--- src/hdl/satq_pkg.sv ---
// Package for the sorted alarm timer queue: field widths, input kind codes,
// the list entry type and the sequencer state type.
// No dependencies; every other file of the block imports it.
package satq_pkg;

  localparam int CAPACITY_DEF = 16;

  localparam int KIND_W  = 2;
  localparam int ID_W    = 4;
  localparam int DELAY_W = 16;
  localparam int TIME_W  = 32;
  localparam int CNT_W   = 5;

  localparam logic [KIND_W-1:0] KIND_ADD  = 2'd0;
  localparam logic [KIND_W-1:0] KIND_DEL  = 2'd1;
  localparam logic [KIND_W-1:0] KIND_TICK = 2'd2;

  localparam logic STATUS_OK   = 1'b0;
  localparam logic STATUS_FULL = 1'b1;

  typedef struct packed {
    logic [TIME_W-1:0] expire;
    logic [ID_W-1:0]   handle;
  } entry_t;

  typedef enum logic [3:0] {
    ST_IDLE,
    ST_SCAN,
    ST_MOVE,
    ST_WRITE,
    ST_HEAD_RD,
    ST_HEAD_CHK,
    ST_FIRE_RD,
    ST_FIRE_CHK
  } state_t;

endpackage

--- src/hdl/satq_if.sv ---
// Handshake channels of the sorted alarm timer queue: the command channel
// and the result channel. Depends on satq_pkg for the field widths.
interface satq_cmd_if;
  import satq_pkg::*;

  logic               valid;
  logic               ready;
  logic [KIND_W-1:0]  kind;
  logic [ID_W-1:0]    alarm_id;
  logic [DELAY_W-1:0] delay_secs;

  modport source (output valid, kind, alarm_id, delay_secs, input ready);
  modport sink   (input valid, kind, alarm_id, delay_secs, output ready);
endinterface

interface satq_res_if;
  import satq_pkg::*;

  logic              valid;
  logic              ready;
  logic              status;
  logic              fired;
  logic [ID_W-1:0]   fired_id;
  logic [CNT_W-1:0]  pending_count;
  logic              next_valid;
  logic [TIME_W-1:0] next_expire;
  logic              last;

  modport source (output valid, status, fired, fired_id, pending_count, next_valid,
                  next_expire, last, input ready);
  modport sink   (input valid, status, fired, fired_id, pending_count, next_valid,
                  next_expire, last, output ready);
endinterface

--- src/hdl/sorted_alarm_timer_queue_unit.sv ---
// Top level of the sorted alarm timer queue: the sequencer and the list
// memory. Uses satq_pkg, satq_if, satq_mem and satq_ctrl.
//
//   Channel  Direction  Handshake      Item
//   cmd      in         valid / ready  kind, alarm_id, delay_secs
//   res      out        valid / ready  status, fired, fired_id, pending_count,
//                                      next_valid, next_expire, last
//
// One item at a time: cmd.ready is high only while the sequencer is idle. An add or a
// delete scans the list and shifts entries to open or close a place for the alarm; a tick
// examines alarms from the head and then shifts the rest down over the fired ones.
// Reset clears the counter, the list length and the handshakes, not the memory.
// A result waits in the output register while res.ready is low, and the
// sequencer stalls at its next result.
module sorted_alarm_timer_queue_unit #(
  parameter int CAPACITY = satq_pkg::CAPACITY_DEF
) (
  input logic         clk,
  input logic         rst,
  satq_cmd_if.sink    cmd,
  satq_res_if.source  res
);
  import satq_pkg::*;

  localparam int IW = $clog2(CAPACITY);

  logic          rd_en;
  logic [IW-1:0] rd_addr;
  entry_t        rd_data;
  logic          wr_en;
  logic [IW-1:0] wr_addr;
  entry_t        wr_data;

  satq_ctrl #(
    .CAPACITY (CAPACITY)
  ) u_ctrl (
    .clk     (clk),
    .rst     (rst),
    .cmd     (cmd),
    .res     (res),
    .rd_en   (rd_en),
    .rd_addr (rd_addr),
    .rd_data (rd_data),
    .wr_en   (wr_en),
    .wr_addr (wr_addr),
    .wr_data (wr_data)
  );

  satq_mem #(
    .DEPTH (CAPACITY)
  ) u_mem (
    .clk     (clk),
    .rd_en   (rd_en),
    .rd_addr (rd_addr),
    .rd_data (rd_data),
    .wr_en   (wr_en),
    .wr_addr (wr_addr),
    .wr_data (wr_data)
  );

endmodule

--- src/hdl/satq_mem.sv ---
// List memory of the alarm queue: one write port and one read port with a
// registered read that holds its data while no read is issued. Uses satq_pkg.
module satq_mem #(
  parameter int DEPTH = satq_pkg::CAPACITY_DEF
) (
  input  logic                     clk,
  input  logic                     rd_en,
  input  logic [$clog2(DEPTH)-1:0] rd_addr,
  output satq_pkg::entry_t         rd_data,
  input  logic                     wr_en,
  input  logic [$clog2(DEPTH)-1:0] wr_addr,
  input  satq_pkg::entry_t         wr_data
);
  import satq_pkg::*;

  entry_t mem [DEPTH];

  always_ff @(posedge clk) begin
    if (wr_en) begin
      mem[wr_addr] <= wr_data;
    end
  end

  always_ff @(posedge clk) begin
    if (rd_en) begin
      rd_data <= mem[rd_addr];
    end
  end

endmodule

--- src/hdl/satq_ctrl.sv ---
// Sequencer of the alarm queue: seconds counter, list length, the scan, shift
// and fire walks over the list memory, and the result register.
// Uses satq_pkg and the channel interfaces of satq_if.
module satq_ctrl #(
  parameter int CAPACITY = satq_pkg::CAPACITY_DEF
) (
  input  logic                        clk,
  input  logic                        rst,
  satq_cmd_if.sink                    cmd,
  satq_res_if.source                  res,
  output logic                        rd_en,
  output logic [$clog2(CAPACITY)-1:0] rd_addr,
  input  satq_pkg::entry_t            rd_data,
  output logic                        wr_en,
  output logic [$clog2(CAPACITY)-1:0] wr_addr,
  output satq_pkg::entry_t            wr_data
);
  import satq_pkg::*;

  localparam int IW = $clog2(CAPACITY);
  localparam int CW = $clog2(CAPACITY + 1);
  localparam logic [CW-1:0] CAP_CNT = CW'(CAPACITY);

  state_t             state, state_next;
  logic [TIME_W-1:0]  clock_s, clock_s_next;
  logic [CW-1:0]      count, count_next;
  logic [KIND_W-1:0]  op, op_next;
  logic [ID_W-1:0]    id, id_next;
  logic [DELAY_W-1:0] key, key_next;
  logic               found, found_next;
  logic               stopped, stopped_next;
  logic               full, full_next;
  logic [IW-1:0]      p, p_next;
  logic [CW-1:0]      q, q_next;
  logic [CW-1:0]      issue, issue_next;
  logic               rv, rv_next;
  logic [IW-1:0]      tag, tag_next;
  logic               mv_up, mv_up_next;
  logic [IW-1:0]      mv_src, mv_src_next;
  logic [IW-1:0]      mv_dst, mv_dst_next;
  logic [CW-1:0]      mv_left, mv_left_next;
  logic [CW-1:0]      fi, fi_next;
  logic [CW-1:0]      k, k_next;
  logic               pf_valid, pf_valid_next;
  logic [ID_W-1:0]    pf_id, pf_id_next;

  logic               o_valid;
  logic               o_status;
  logic               o_fired;
  logic [ID_W-1:0]    o_fid;
  logic [CNT_W-1:0]   o_pend;
  logic               o_nv;
  logic [TIME_W-1:0]  o_next;
  logic               o_last;

  logic               emit;
  logic               e_status;
  logic               e_fired;
  logic [ID_W-1:0]    e_fid;
  logic [CW-1:0]      e_pend;
  logic               e_nv;
  logic [TIME_W-1:0]  e_next;
  logic               e_last;

  logic               can_emit;
  logic [TIME_W-1:0]  ahead;
  logic [TIME_W-1:0]  age;
  logic               in_range;
  logic               expired;

  assign can_emit = !o_valid || res.ready;
  // Distance of the entry just read from now, and how long ago it expired.
  assign ahead    = rd_data.expire - clock_s;
  assign age      = clock_s - rd_data.expire;
  assign in_range = ahead <= TIME_W'(key);
  assign expired  = !age[TIME_W-1];

  always_ff @(posedge clk) begin
    if (rst) begin
      state <= ST_IDLE;
    end else begin
      state <= state_next;
    end
  end

  always_ff @(posedge clk) begin
    if (rst) begin
      clock_s  <= '0;
      count    <= '0;
      rv       <= 1'b0;
      pf_valid <= 1'b0;
      o_valid  <= 1'b0;
    end else begin
      clock_s  <= clock_s_next;
      count    <= count_next;
      rv       <= rv_next;
      pf_valid <= pf_valid_next;
      if (emit) begin
        o_valid <= 1'b1;
      end else if (res.ready) begin
        o_valid <= 1'b0;
      end
    end
  end

  always_ff @(posedge clk) begin
    op      <= op_next;
    id      <= id_next;
    key     <= key_next;
    found   <= found_next;
    stopped <= stopped_next;
    full    <= full_next;
    p       <= p_next;
    q       <= q_next;
    issue   <= issue_next;
    tag     <= tag_next;
    mv_up   <= mv_up_next;
    mv_src  <= mv_src_next;
    mv_dst  <= mv_dst_next;
    mv_left <= mv_left_next;
    fi      <= fi_next;
    k       <= k_next;
    pf_id   <= pf_id_next;
    if (emit) begin
      o_status <= e_status;
      o_fired  <= e_fired;
      o_fid    <= e_fid;
      o_pend   <= CNT_W'(e_pend);
      o_nv     <= e_nv;
      o_next   <= e_next;
      o_last   <= e_last;
    end
  end

  always_comb begin
    state_next    = state;
    clock_s_next  = clock_s;
    count_next    = count;
    op_next       = op;
    id_next       = id;
    key_next      = key;
    found_next    = found;
    stopped_next  = stopped;
    full_next     = full;
    p_next        = p;
    q_next        = q;
    issue_next    = issue;
    rv_next       = rv;
    tag_next      = tag;
    mv_up_next    = mv_up;
    mv_src_next   = mv_src;
    mv_dst_next   = mv_dst;
    mv_left_next  = mv_left;
    fi_next       = fi;
    k_next        = k;
    pf_valid_next = pf_valid;
    pf_id_next    = pf_id;
    cmd.ready     = 1'b0;
    rd_en         = 1'b0;
    rd_addr       = '0;
    wr_en         = 1'b0;
    wr_addr       = '0;
    wr_data       = '0;
    emit          = 1'b0;
    e_status      = STATUS_OK;
    e_fired       = 1'b0;
    e_fid         = '0;
    e_pend        = count;
    e_nv          = 1'b0;
    e_next        = '0;
    e_last        = 1'b1;

    case (state)
      ST_IDLE: begin
        cmd.ready = 1'b1;
        if (cmd.valid) begin
          op_next       = cmd.kind;
          id_next       = cmd.alarm_id;
          key_next      = cmd.delay_secs;
          found_next    = 1'b0;
          stopped_next  = 1'b0;
          full_next     = 1'b0;
          q_next        = '0;
          issue_next    = '0;
          rv_next       = 1'b0;
          fi_next       = '0;
          pf_valid_next = 1'b0;
          case (cmd.kind)
            KIND_ADD, KIND_DEL: begin
              state_next = ST_SCAN;
            end
            KIND_TICK: begin
              clock_s_next = clock_s + 1'b1;
              state_next   = ST_FIRE_RD;
            end
            default: begin
              state_next = ST_HEAD_RD;
            end
          endcase
        end
      end

      // One read issued per cycle; the entry read in the previous cycle is
      // checked for the handle and for the insertion point of an add.
      ST_SCAN: begin
        if (issue < count) begin
          rd_en      = 1'b1;
          rd_addr    = issue[IW-1:0];
          issue_next = issue + 1'b1;
          rv_next    = 1'b1;
          tag_next   = issue[IW-1:0];
        end else begin
          rv_next = 1'b0;
        end
        if (rv) begin
          if (rd_data.handle == id && !found) begin
            found_next = 1'b1;
            p_next     = tag;
          end else if (!stopped) begin
            if (in_range) begin
              q_next = q + 1'b1;
            end else begin
              stopped_next = 1'b1;
            end
          end
        end
        if (issue == count && !rv) begin
          if (op == KIND_DEL) begin
            if (found) begin
              mv_up_next   = 1'b0;
              mv_src_next  = p + 1'b1;
              mv_dst_next  = p;
              mv_left_next = count - CW'(p) - 1'b1;
              state_next   = ST_MOVE;
            end else begin
              state_next = ST_HEAD_RD;
            end
          end else if (found) begin
            // The alarm moves within the list: only the entries between its
            // old and its new place shift by one.
            mv_dst_next = p;
            state_next  = ST_MOVE;
            if (q < CW'(p)) begin
              mv_up_next   = 1'b1;
              mv_src_next  = p - 1'b1;
              mv_left_next = CW'(p) - q;
            end else begin
              mv_up_next   = 1'b0;
              mv_src_next  = p + 1'b1;
              mv_left_next = q - CW'(p);
            end
          end else if (count == CAP_CNT) begin
            full_next  = 1'b1;
            state_next = ST_HEAD_RD;
          end else begin
            mv_up_next   = 1'b1;
            mv_src_next  = IW'(count - 1'b1);
            mv_dst_next  = IW'(count);
            mv_left_next = count - q;
            state_next   = ST_MOVE;
          end
        end
      end

      // Read at the source and write the data in the next cycle at the
      // destination; the two addresses never meet in the same cycle.
      ST_MOVE: begin
        if (mv_left != '0) begin
          rd_en        = 1'b1;
          rd_addr      = mv_src;
          mv_src_next  = mv_up ? mv_src - 1'b1 : mv_src + 1'b1;
          mv_dst_next  = mv_up ? mv_dst - 1'b1 : mv_dst + 1'b1;
          mv_left_next = mv_left - 1'b1;
          rv_next      = 1'b1;
          tag_next     = mv_dst;
        end else begin
          rv_next = 1'b0;
        end
        if (rv) begin
          wr_en   = 1'b1;
          wr_addr = tag;
          wr_data = rd_data;
        end
        if (mv_left == '0 && !rv) begin
          case (op)
            KIND_ADD: begin
              state_next = ST_WRITE;
            end
            KIND_DEL: begin
              count_next = count - 1'b1;
              state_next = ST_HEAD_RD;
            end
            default: begin
              count_next = count - k;
              state_next = ST_IDLE;
            end
          endcase
        end
      end

      ST_WRITE: begin
        wr_en          = 1'b1;
        wr_addr        = q[IW-1:0];
        wr_data.expire = clock_s + TIME_W'(key);
        wr_data.handle = id;
        if (!found) begin
          count_next = count + 1'b1;
        end
        state_next = ST_HEAD_RD;
      end

      ST_HEAD_RD: begin
        rd_en      = 1'b1;
        rd_addr    = '0;
        state_next = ST_HEAD_CHK;
      end

      ST_HEAD_CHK: begin
        if (can_emit) begin
          emit       = 1'b1;
          e_status   = full;
          e_nv       = count != '0;
          e_next     = (count != '0) ? rd_data.expire : '0;
          state_next = ST_IDLE;
        end
      end

      ST_FIRE_RD: begin
        if (fi < count) begin
          rd_en      = 1'b1;
          rd_addr    = fi[IW-1:0];
          state_next = ST_FIRE_CHK;
        end else if (can_emit) begin
          // End of the list: either it was empty or every alarm fired.
          emit       = 1'b1;
          e_fired    = pf_valid;
          e_fid      = pf_valid ? pf_id : '0;
          e_pend     = '0;
          count_next = '0;
          state_next = ST_IDLE;
        end
      end

      // The result for the alarm fired before is held back until the next
      // entry is known, since that entry gives its next expiry and last mark.
      ST_FIRE_CHK: begin
        if (!(pf_valid || !expired) || can_emit) begin
          if (pf_valid) begin
            emit    = 1'b1;
            e_fired = 1'b1;
            e_fid   = pf_id;
            e_pend  = count - fi;
            e_nv    = 1'b1;
            e_next  = rd_data.expire;
            e_last  = !expired;
          end else if (!expired) begin
            emit   = 1'b1;
            e_nv   = 1'b1;
            e_next = rd_data.expire;
          end
          if (expired) begin
            pf_valid_next = 1'b1;
            pf_id_next    = rd_data.handle;
            fi_next       = fi + 1'b1;
            state_next    = ST_FIRE_RD;
          end else if (pf_valid) begin
            k_next       = fi;
            mv_up_next   = 1'b0;
            mv_src_next  = fi[IW-1:0];
            mv_dst_next  = '0;
            mv_left_next = count - fi;
            rv_next      = 1'b0;
            state_next   = ST_MOVE;
          end else begin
            state_next = ST_IDLE;
          end
        end
      end

      default: begin
        state_next = ST_IDLE;
      end
    endcase
  end

  assign res.valid         = o_valid;
  assign res.status        = o_status;
  assign res.fired         = o_fired;
  assign res.fired_id      = o_fid;
  assign res.pending_count = o_pend;
  assign res.next_valid    = o_nv;
  assign res.next_expire   = o_next;
  assign res.last          = o_last;

endmodule
--- src/flat_wrapper.sv ---
// flat-port wrapper written by rule: the top's interface ports become plain ports
module sorted_alarm_timer_queue_unit_flat import satq_pkg::*;
#(
  parameter int CAPACITY = satq_pkg::CAPACITY_DEF
)
  (clk, rst, cmd_valid, cmd_kind, cmd_alarm_id, cmd_delay_secs, cmd_ready, res_valid, res_status, res_fired, res_fired_id, res_pending_count, res_next_valid, res_next_expire, res_last, res_ready);
  satq_cmd_if cmd_i ();
  satq_res_if res_i ();
  input logic clk;
  input logic rst;
  input wire logic [$bits(cmd_i.valid)-1:0] cmd_valid;
  input wire logic [$bits(cmd_i.kind)-1:0] cmd_kind;
  input wire logic [$bits(cmd_i.alarm_id)-1:0] cmd_alarm_id;
  input wire logic [$bits(cmd_i.delay_secs)-1:0] cmd_delay_secs;
  output wire logic [$bits(cmd_i.ready)-1:0] cmd_ready;
  output wire logic [$bits(res_i.valid)-1:0] res_valid;
  output wire logic [$bits(res_i.status)-1:0] res_status;
  output wire logic [$bits(res_i.fired)-1:0] res_fired;
  output wire logic [$bits(res_i.fired_id)-1:0] res_fired_id;
  output wire logic [$bits(res_i.pending_count)-1:0] res_pending_count;
  output wire logic [$bits(res_i.next_valid)-1:0] res_next_valid;
  output wire logic [$bits(res_i.next_expire)-1:0] res_next_expire;
  output wire logic [$bits(res_i.last)-1:0] res_last;
  input wire logic [$bits(res_i.ready)-1:0] res_ready;
  assign cmd_i.valid = cmd_valid;
  assign cmd_i.kind = cmd_kind;
  assign cmd_i.alarm_id = cmd_alarm_id;
  assign cmd_i.delay_secs = cmd_delay_secs;
  assign cmd_ready = cmd_i.ready;
  assign res_valid = res_i.valid;
  assign res_status = res_i.status;
  assign res_fired = res_i.fired;
  assign res_fired_id = res_i.fired_id;
  assign res_pending_count = res_i.pending_count;
  assign res_next_valid = res_i.next_valid;
  assign res_next_expire = res_i.next_expire;
  assign res_last = res_i.last;
  assign res_i.ready = res_ready;
  sorted_alarm_timer_queue_unit #(.CAPACITY(CAPACITY)) u_core (.clk(clk), .rst(rst), .cmd(cmd_i), .res(res_i));
endmodule
--- config.mk ---
export PLATFORM = sky130hd
export DESIGN_NAME = sorted_alarm_timer_queue_unit_flat
export DESIGN_NICKNAME = d
export VERILOG_FILES = /design/src/hdl/satq_pkg.sv /design/src/hdl/satq_if.sv /design/src/hdl/sorted_alarm_timer_queue_unit.sv /design/src/hdl/satq_mem.sv /design/src/hdl/satq_ctrl.sv /design/src/flat_wrapper.sv
export SDC_FILE = /design/constraint.sdc
export NUM_CORES = 1
export LEC_CHECK = 0
export BUFFER_PORTS_ARGS = -buffer_cell sky130_fd_sc_hd__buf_2
export CORE_MARGIN = 2
export CORE_UTILIZATION = 68
export CTS_CLUSTER_DIAMETER = 60
export DETAILED_ROUTE_END_ITERATION = 7
export PLACE_DENSITY = 0.81
export SYNTH_ARGS = -nofsm -noshare
export SYNTH_HDL_FRONTEND = slang
export SYNTH_SLANG_ARGS = --single-unit
--- constraint.sdc ---
create_clock -name clk -period 9.15 [get_ports clk]
set_clock_uncertainty 0.1 [all_clocks]
set_input_delay 1.83 -clock clk [delete_from_list [all_inputs] [get_ports clk]]
set_output_delay 1.83 -clock clk [all_outputs]
set_load 0.005 [all_outputs]
# Word-level counts from Yosys, hierarchy flattened
# Memories as Yosys holds them, arrays and structs flattened. A register that Yosys moved wholly into a read port is not among the register bits.
# Cells that the tools add are included.
# classes
n_addsub	23
n_eq_ne	34
n_reduce_logical	44
magnitude_cmp	4
n_bitwise	1
muxes	143
# op_table
operator	count
$mux W32	5
$mux W4	38
$mux W5	24
$pmux W36 S2	1
$pmux W32 S2	1
$sub A32 B32 Y32	2
$pmux W5 S2	5
$mux W1	41
$ne A2 B2 Y1 const B	19
$mux W36	1
$pmux W4 S3	3
$add A32 B1 Y32 const B	1
$add A32 B16 Y32	1
$le A32 B16 Y1	1
$pmux W4 S8	1
$pmux W5 S3	2
$pmux W4 S2	3
$reduce_and A4 Y1	6
$add A5 B1 Y5 const B	4
$reduce_and A3 Y1	6
$eq A4 B3 Y1 const B	4
$pmux W1 S2	8
$sub A5 B1 Y5 const B	3
$sub A5 B5 Y5	3
other kinds (36)	66
# word_totals
inputBits	26
reg_bits	160
mem_bits_rw	576
word_cells	280
memories	1
output_inout_bits	47
# mem_list
memory	depth	width	read_ports	rd_clocked_by_memory_dff	write_ports	line	text
u_core.u_mem.mem	16	36	1	1	1	satq_mem.sv:16	entry_t mem [DEPTH];

# Longest topological paths before layout
# Gate-level depths: netlist (run 1).
# logic_depth
word_depth	7
mapped_depth	22
mapped_depth_nobuf	22

# Modules after synthesis
# From an unflattened synthesis (run 1), not the netlist that was laid out.
# unflattened
hier_cells	2370
area_unflattened_um2	35466.5
# modules_own_cells
mod	seq_area_each_um2	area_each_um2	cells_per_inst	instances
satq_mem	18377.6	22679.3	938	1
satq_ctrl	4364.2	12787.3	1432	1

# Worst setup path after synthesis (run 1)
# No wires, ideal clock.
# synth_timing
path_type	flip-flop to flip-flop
from	register u_core.u_mem.rd_data[4] (netlist name)
to	register u_core.u_ctrl.q[0] (enable)
slack_ns	4.243
arrival_time_ns	4.461
path_buffers	0
setup_time_ns	0.346
required_ns	8.704
stages_incl_launch_ff	23
synth_period_minus_slack_ns	4.907
cell_sequence	edfxtp_1 > inv_1 > ha_1 > fa_1 > nand2b_1 > a21o_1 > a21boi_0 > o21ai_0 > nand2b_1 > a21o_1 > a21o_1 > a41oi_1 > xnor2_1 > ha_1 > a21oi_1 > nand2_1 > a221o_1 > a211o_1 > a2111oi_0 > o2111ai_1 > nor4_2 > nand4_1 > o21ai_1
# synth_between
elab_chain_len	4
# synth_lines
element	line	text
$sub A32 B32 Y32	satq_ctrl.sv:73	assign ahead = rd_data.expire - clock_s;
$le A32 B16 Y1	satq_ctrl.sv:75	assign in_range = ahead <= TIME_W'(key);
$ne A2 B2 Y1 (no line)	n/a	
$reduce_and A6 Y1 (no line)	n/a	
end signal, assigned	satq_ctrl.sv:114	q <= q_next;
end, declared	satq_ctrl.sv:34	logic [CW-1:0] q, q_next;
# No other way between the ends.
# A chain may end at the register's enable or synchronous reset.

# Worst setup path after layout (run 1)
# layout_timing
from	register u_core.u_mem.rd_data[4] (netlist name)
to	register u_core.u_ctrl.q[4] (enable)
# layout_between
elab_chain_len	4
# layout_lines
element	line
$sub A32 B32 Y32	satq_ctrl.sv:73
$le A32 B16 Y1	satq_ctrl.sv:75
$ne A2 B2 Y1 (no line)	n/a
$reduce_and A6 Y1 (no line)	n/a
# No other way between the ends.

==> impl_metrics.env, run 1 <==
export IMPL_antenna_found_initial=1
export IMPL_clk_pin_slew_ns=0.06
export IMPL_htree_levels=3
export IMPL_hold_buffers=0
export IMPL_finalSetupTns_ns=0
export IMPL_async_flop_share_pct=0
export IMPL_insertion_delay_ns=0.65
export IMPL_track_usage_pct=36.1
export IMPL_yosysTopAreaCellShare_pct=59.7
export IMPL_yosysUniqueCellTypes=91
export IMPL_grt_first_pass_wirelength_mm=152
export IMPL_crit_family="compound AO/OA/AOI/OAI gates"
export IMPL_cp_num_cells=22
export IMPL_place_gp_congestion=0.930
export IMPL_r2r_slack_ns=3.16
export IMPL_crit_arrival_ns=6.16
export IMPL_hold_path_depth=0
export IMPL_synthCells=3175
export IMPL_ctsResizeCount=0
export IMPL_antennaDiodeCount=0
export IMPL_crit_chain="inv_1 > ha_1 > fa_1 > nand2b_1 > a21o_1 > a21boi_0 > o21ai_0 > nand2b_1 > a21o_1 > a21o_1 > a41oi_1 > xnor2_1 > ha_1 > a21oi_1 > nand2_1 > a221o_1 > a211o_1 > a2111oi_0 > o2111ai_1 > nor4_2 > nand4_1 > o21ai_1"
export IMPL_worst_slew_pin_slew_ns=1.35
export IMPL_ios=73
export IMPL_synth_edf_count=728
export IMPL_die_area_um2=55800
export IMPL_rsz0062_at_grt="no"
export IMPL_p_per_area_nw_per_um2=187
export IMPL_post_cts_buffers=0
export IMPL_synth_ff_type="edfxtp_1"
export IMPL_cts_tree="yes"
export IMPL_drt_wl_total_mm=101
export IMPL_r2r_end="u_core.u_ctrl.q[4]"
export IMPL_drive_above_1_share_pct=10.0
export IMPL_p_clk_share_pct=43.1
export IMPL_initial_core_util_pct=68.4
export IMPL_fill_cells=3332
export IMPL_portBuffers=72
export IMPL_via_per_inst=6.63
export IMPL_finalWorstSetupSlack_ns=3.16
export IMPL_wl_per_cell_um=25.4
export IMPL_syn_nets=3349
export IMPL_worst_hold_slack_ns=0.365
export IMPL_finalHoldViolations=0
export IMPL_holdCritStartpoint="u_core.u_ctrl.fi[4]"
export IMPL_slowest_delay_ns=0.61
export IMPL_row_count=85
export IMPL_path_buf_inv=1
export IMPL_ant_nets=0
export IMPL_design_core_area_um2=53600
export IMPL_layout_nets=3408
export IMPL_synth_largest_area_cell="edfxtp_1"
export IMPL_cts_root_buf="clkbuf_16"
export IMPL_p_seq_share_pct=51.6
export IMPL_layout_cells_most_common="edfxtp_1"
export IMPL_reg2regPathDepth=22
export IMPL_cts_max_path_buffers=3
export IMPL_syn_to_final_growth_pct=10.6
export IMPL_maxCapViolCount=0
export IMPL_slew_headroom_pct=9.54
export IMPL_dp_hpwl_mm=61.4
export IMPL_synth_seq_cells=772
export IMPL_crit_path_start_kind="flop"
export IMPL_whs_endpoint="u_core.u_ctrl.k[4]"
export IMPL_finalCoreUtilization_pct=75.6
export IMPL_swShare_pct=22.6
export IMPL_worstReg2RegStart="u_core.u_mem.rd_data[4]"
export IMPL_yosys_top_cells_area="edfxtp_1 60%, nand2_1 5.0%, ha_1 4.7%, nor2_1 3.8%, a21oi_1 3.4%"
export IMPL_cts_buffers_inserted=79
export IMPL_drtIter0Drc=3411
export IMPL_pre_cts_ws_ns=3.14
export IMPL_crit_path_max_fanout=5
export IMPL_final_max_slew_viol_count=0
export IMPL_setup_viol=0
export IMPL_path_common_cell="a21o_1"
export IMPL_endpoint_kind="flop"
export IMPL_layout_common_cells="728 x edfxtp_1, 484 x nand2_1, 352 x nor2_1, 250 x a21oi_1, 138 x ha_1"
export IMPL_ys_warn_count=0
export IMPL_leakage_nw=13.6
export IMPL_finalCritPeriodShare_pct=65.5
export IMPL_clkSinkCount=772
export IMPL_die_w_um=236
export IMPL_drt_pass1_iterations=7
export IMPL_vias=26500
export IMPL_drc_errors=0
export IMPL_grt_max_degree=176
export IMPL_internal_power_mw=5.86
export IMPL_cp_data_required_time_ns=9.32
export IMPL_cp_slowest_cell="o21ai_1"
export IMPL_seq_area_frac_synth_pct=62.1
export IMPL_path_class="flop to flop"
export IMPL_outcome="finished, final reports clean"
export IMPL_fmax_ghz=0.167
export IMPL_fin_crit_ns=5.99
export IMPL_avgSynthCellArea_um2=11.5
export IMPL_combinationalPowerShare_pct=5.3
export IMPL_gr_total_overflow=0
export IMPL_peakVddDrop_v=0.000201
export IMPL_hold_path_class="flop to flop"
export IMPL_synth_area_um2=36600
export IMPL_grt_pass1_vias=25800
export IMPL_die_h_um=236
export IMPL_p_sw_mw=1.71
==> worst max path at each step <==
| stage | from | to | slack [ns] |
|---|---|---|---|
| final | u_core.u_mem.rd_data[4] | u_core.u_ctrl.q[4] | 3.16 |
| after global routing | u_core.u_mem.rd_data[4] | u_core.u_ctrl.q[4] | 2.69 |
| after CTS | u_core.u_mem.rd_data[4] | u_core.u_ctrl.q[4] | 3.11 |
| after detailed placement | u_core.u_mem.rd_data[4] | u_core.u_ctrl.q[3] | 3.14 |
| after global placement | u_core.u_mem.rd_data[4] | u_core.u_ctrl.q[1] | 3.26 |
| after floorplan | u_core.u_mem.rd_data[4] | u_core.u_ctrl.q[0] | 4.24 |
==> layer usage <==
metal  track usage, %  vias to the layer above  share of wire [%]
li1                 -                    11600                  -
met1             50.6                    12900                 38
met2             56.5                     1732                 46
met3             7.81                      277                 12
met4             13.2                        0                3.6
met5                0                        -                  0
==> power by group through the flow <==
| stage | sequential (mW) | combinational [mW] | clock, mW |
|---|---|---|---|
| after floorplan | 3.95 | 0.284 | 0 |
| after global placement | 3.97 | 0.377 | 0 |
| after detailed placement | 3.97 | 0.388 | 0 |
| after CTS | 3.90 | 0.392 | 3.27 |
| after global routing | 3.90 | 0.434 | 3.41 |
| final | 3.90 | 0.401 | 3.26 |
==> layout make-up <==
class	count	area, um2	area share [%]
sequential	772	22700	56.1
clock buffer	95	2060	5.08
tap	696	871	2.15
timing repair buffer	137	873	2.16
clock inverter	49	593	1.46
inverter	133	499	1.23
multi-input combinational	2111	12900	31.8
==> registers in the layout, indices dropped and copies added (netlist names), 2 cells and up <==
| register | flops |
|---|---|
| u_core.u_ctrl.clock_s | 32 |
| u_core.u_ctrl.count | 5 |
| u_core.u_ctrl.fi | 5 |
| u_core.u_ctrl.id | 4 |
| u_core.u_ctrl.issue | 5 |
| u_core.u_ctrl.k | 5 |
| u_core.u_ctrl.key | 16 |
| u_core.u_ctrl.mv_dst | 4 |
| u_core.u_ctrl.mv_left | 5 |
| u_core.u_ctrl.mv_src | 4 |
| u_core.u_ctrl.op | 2 |
| u_core.u_ctrl.p | 4 |
| u_core.u_ctrl.pf_id | 4 |
| u_core.u_ctrl.q | 5 |
| u_core.u_ctrl.res.fired_id | 4 |
| u_core.u_ctrl.res.next_expire | 32 |
| u_core.u_ctrl.res.pending_count | 5 |
| u_core.u_ctrl.state | 4 |
| u_core.u_ctrl.tag | 4 |
| u_core.u_mem.mem | 576 |
| u_core.u_mem.rd_data | 36 |
==> Yosys cell counts (8+ instances only) <==
| cell | instances |
|---|---|
| a2111oi_2 | 19 |
| a211oi_1 | 12 |
| a21o_1 | 52 |
| a21oi_1 | 251 |
| a22o_1 | 27 |
| a22oi_1 | 60 |
| and2_1 | 51 |
| buf_1 | 8 |
| buf_2 | 69 |
| clkbuf_1 | 75 |
| dfxtp_1 | 44 |
| edfxtp_1 | 728 |
| fa_1 | 10 |
| ha_1 | 138 |
| inv_1 | 127 |
| mux2i_1 | 19 |
| nand2_1 | 485 |
| nand2b_1 | 13 |
| nand3_1 | 47 |
| nand4_1 | 24 |
| nor2_1 | 369 |
| nor2b_1 | 18 |
| nor3_1 | 35 |
| nor4_1 | 9 |
| o211ai_1 | 10 |
| o21a_1 | 12 |
| o21ai_0 | 80 |
| o21bai_1 | 9 |
| o221ai_1 | 9 |
| o22ai_1 | 99 |
| or3_1 | 16 |
| xnor2_1 | 93 |
| xor2_1 | 32 |
==> stage by stage <==
stage | std cells | cell area [um2] | power (mW)
finish | 3993 | 40500 | 7.56
global route | 3993 | 40500 | 7.75
CTS | 3993 | 40500 | 7.56
detailed placement | 3849 | 37900 | 4.36
global placement | 3849 | 37900 | 4.35
floorplan | 3175 | 36600 | 4.23
==> cells by family (layout without fill, tap and decap cells) <==
logic type,Yosys count,count (layout),synth area share (%)
compound gates,705,705,12.6
xor+xnor,125,125,2.99
fa+ha+maj,148,148,5.26
buf+inv,292,414,3.30
flops,772,772,62.1
mux,20,20,0.550
other cells,1,1,0.0102
simple gates,1112,1112,13.2
(Power assumes the default switching activity.)
==> run 2: changes to the inputs <==
CORE_UTILIZATION = 57   (was 68)
PLACE_DENSITY = 0.72   (was 0.81)
clock period = 4.8 ns   (was 9.15 ns; I/O delays follow)
==> run 2 against run 1 <==
  * The flow now finishes with violations (setup timing)
  * Worst hold slack improved by 0.031 ns
  * Combinational power grew 110%
  * Worst setup slack lost 3.3 ns
  * Clock-buffer cell count up 12
  * Die area up 19%
  * Sequential power rose by 90%
  * Non-clock buffer count rose by 125
  * Routed wire length increased by 0.53%
==> impl_metrics.env, run 2 (synthesis gave the netlist of run 1 again) <==
export IMPL_drt_wl_total_mm=102
export IMPL_place_gp_congestion=0.961
export IMPL_cts_buffers_inserted=81
export IMPL_grt_pass1_vias=25600
export IMPL_finalHoldViolations=0
export IMPL_wl_per_cell_um=23.8
export IMPL_largest_registers="u_core.u_mem.mem x576, u_core.u_mem.rd_data x36"
export IMPL_drtIter0Drc=3282
export IMPL_setup_viol=5
export IMPL_cp_slowest_cell="a2111oi_2"
export IMPL_dp_hpwl_mm=65.3
export IMPL_ios=73
export IMPL_htree_levels=3
export IMPL_drc_errors=0
export IMPL_top_register="u_core.u_mem.mem"
export IMPL_slowest_delay_ns=0.42
export IMPL_initial_core_util_pct=57.9
export IMPL_hold_path_class="flop to flop"
export IMPL_cts_root_buf="clkbuf_16"
export IMPL_peakVddDrop_v=0.000276
export IMPL_slew_headroom_pct=18.0
export IMPL_finalWorstSetupSlack_ns=-0.0956
export IMPL_clk_pin_slew_ns=0.06
export IMPL_rsz0062_at_grt="yes"
export IMPL_row_count=92
export IMPL_layout_common_cells="728 x edfxtp_1, 484 x nand2_1, 352 x nor2_1, 249 x a21oi_1, 164 x buf_4"
export IMPL_fin_crit_ns=4.90
export IMPL_gr_total_overflow=0
export IMPL_final_max_slew_viol_count=0
export IMPL_cp_data_required_time_ns=5.03
export IMPL_crit_path_start_kind="flop"
export IMPL_die_area_um2=66300
export IMPL_fmax_ghz=0.204
export IMPL_fill_cells=4687
export IMPL_die_h_um=258
export IMPL_layout_cells_most_common="edfxtp_1"
export IMPL_instances_no_fill=4272
export IMPL_crit_arrival_ns=5.13
export IMPL_vias=26500
export IMPL_track_usage_pct=30.3
export IMPL_die_w_um=258
export IMPL_syn_to_final_growth_pct=14.4
export IMPL_worst_hold_slack_ns=0.395
export IMPL_dpl_cell_count=4117
export IMPL_drt_pass1_iterations=6
export IMPL_failed_checks="setup timing"
export IMPL_cts_max_path_buffers=3
export IMPL_finalCritPeriodShare_pct=102
export IMPL_path_class="flop to flop"
export IMPL_layout_nets=3535
export IMPL_crit_chain="buf_4 > inv_1 > ha_1 > nor2b_1 > o211ai_1 > buf_4 > a2111oi_2 > nor2_1 > xnor2_1 > ha_1 > nand4_1 > nor2_1 > a221o_1 > a211o_1 > a2111oi_2 > o2111ai_1 > nor4_2 > nand4_1 > o21ai_2 > buf_12"
export IMPL_reg2regPathDepth=20
export IMPL_endpoint_kind="flop"
export IMPL_insertion_delay_ns=0.63
export IMPL_outcome="finished with violations"
export IMPL_portBuffers=72
export IMPL_design_core_area_um2=63300
export IMPL_maxCapViolCount=0
export IMPL_crit_path_max_fanout=6
export IMPL_antenna_found_initial=2
export IMPL_hold_path_depth=0
export IMPL_via_per_inst=6.20
export IMPL_cts_tree="yes"
export IMPL_largest_reg_flops=576
export IMPL_p_per_area_nw_per_um2=343
export IMPL_finalSetupTns_ns=-0.475
export IMPL_drive_above_1_share_pct=13.2
export IMPL_grt_max_degree=114
export IMPL_grt_first_pass_wirelength_mm=153
export IMPL_power_mw=14.4
export IMPL_leakage_nw=14.2
export IMPL_ant_nets=0
export IMPL_worst_slew_pin_slew_ns=1.23
export IMPL_clkSinkCount=772
==> run 2: changes by cell type in the layout (fill, tap and decap cells not counted), sizes merged <==
cell | before | now
inv | 135 | 134
clkinvlp | 4 | 3
clkbuf | 95 | 107
buf | 137 | 262
clkinv | 35 | 31
bufinv | 8 | 5
diode | 0 | 1
==> run 2: cell type report <==
cell class | instances | area, um2 | area share [%]
sequential | 772 | 22700 | 54.3
multi-input combinational | 2111 | 12900 | 30.9
clock buffer | 107 | 2190 | 5.22
timing repair buffer | 262 | 2110 | 5.04
tap | 846 | 1060 | 2.53
inverter | 133 | 499 | 1.19
clock inverter | 40 | 372 | 0.887
antenna | 1 | 2.50 | 0.00597
==> run 2: power by group <==
| group | total [mW] | switching [mW] | leakage (nW) | internal, mW |
|---|---|---|---|---|
| Sequential | 7.42 | 0.0782 | 6.08 | 7.34 |
| Combinational | 0.855 | 0.521 | 6.91 | 0.333 |
| Clock | 6.09 | 2.59 | 1.24 | 3.49 |
==> run 2: worst max-delay path: cells and delay by family (launching register included) <==
kind | cells | cell delay, ns
compound gates | 7 | 1.86
xor+xnor | 1 | 0.14
fa+ha+maj | 2 | 0.59
buf+inv | 4 | 0.59
flops | 1 | 0.37
simple gates | 6 | 0.94
==> run 2: timing repair <==
action                     CTS  global route
resized for setup            8             6
gates cloned                 0             0
setup buffers                5             2
hold buffers                 0             0
pin swaps                   11            14
setup endpoints to repair    6             6
==> run 2: metal layers <==
metal | track usage [%] | up-vias | wire [um] | part of all wire (%)
met2 | 47.5 | 1445 | 46700 | 46
li1 | - | 11900 | - | -
met4 | 9.78 | 2 | 2790 | 2.7
met3 | 5.34 | 200 | 10200 | 10
met1 | 43.4 | 13000 | 42100 | 41
met5 | 0 | - | 12 | 0.012
==> run 2: stage by stage <==
step	cell area, um2	utilization [%]	setup slack [ns]
after global placement	39200	62.0	-0.402
after CTS	41900	66.1	-0.125
after global routing	41900	66.2	-0.305
after floorplan	36600	-	0.00874
final	41900	66.2	-0.0956
after detailed placement	39200	62.0	-0.394
==> run 2: path summary, 6_finish.rpt <==
path	slack, ns	to	start
min reg2reg	0.40	u_core.u_ctrl.k[4]	u_core.u_ctrl.fi[4]
min	0.40	u_core.u_ctrl.k[4]	u_core.u_ctrl.fi[4]
max reg2reg	-0.1	u_core.u_ctrl.q[0]	u_core.u_ctrl.clock_s[1]
max	-0.1	u_core.u_ctrl.q[0]	u_core.u_ctrl.clock_s[1]
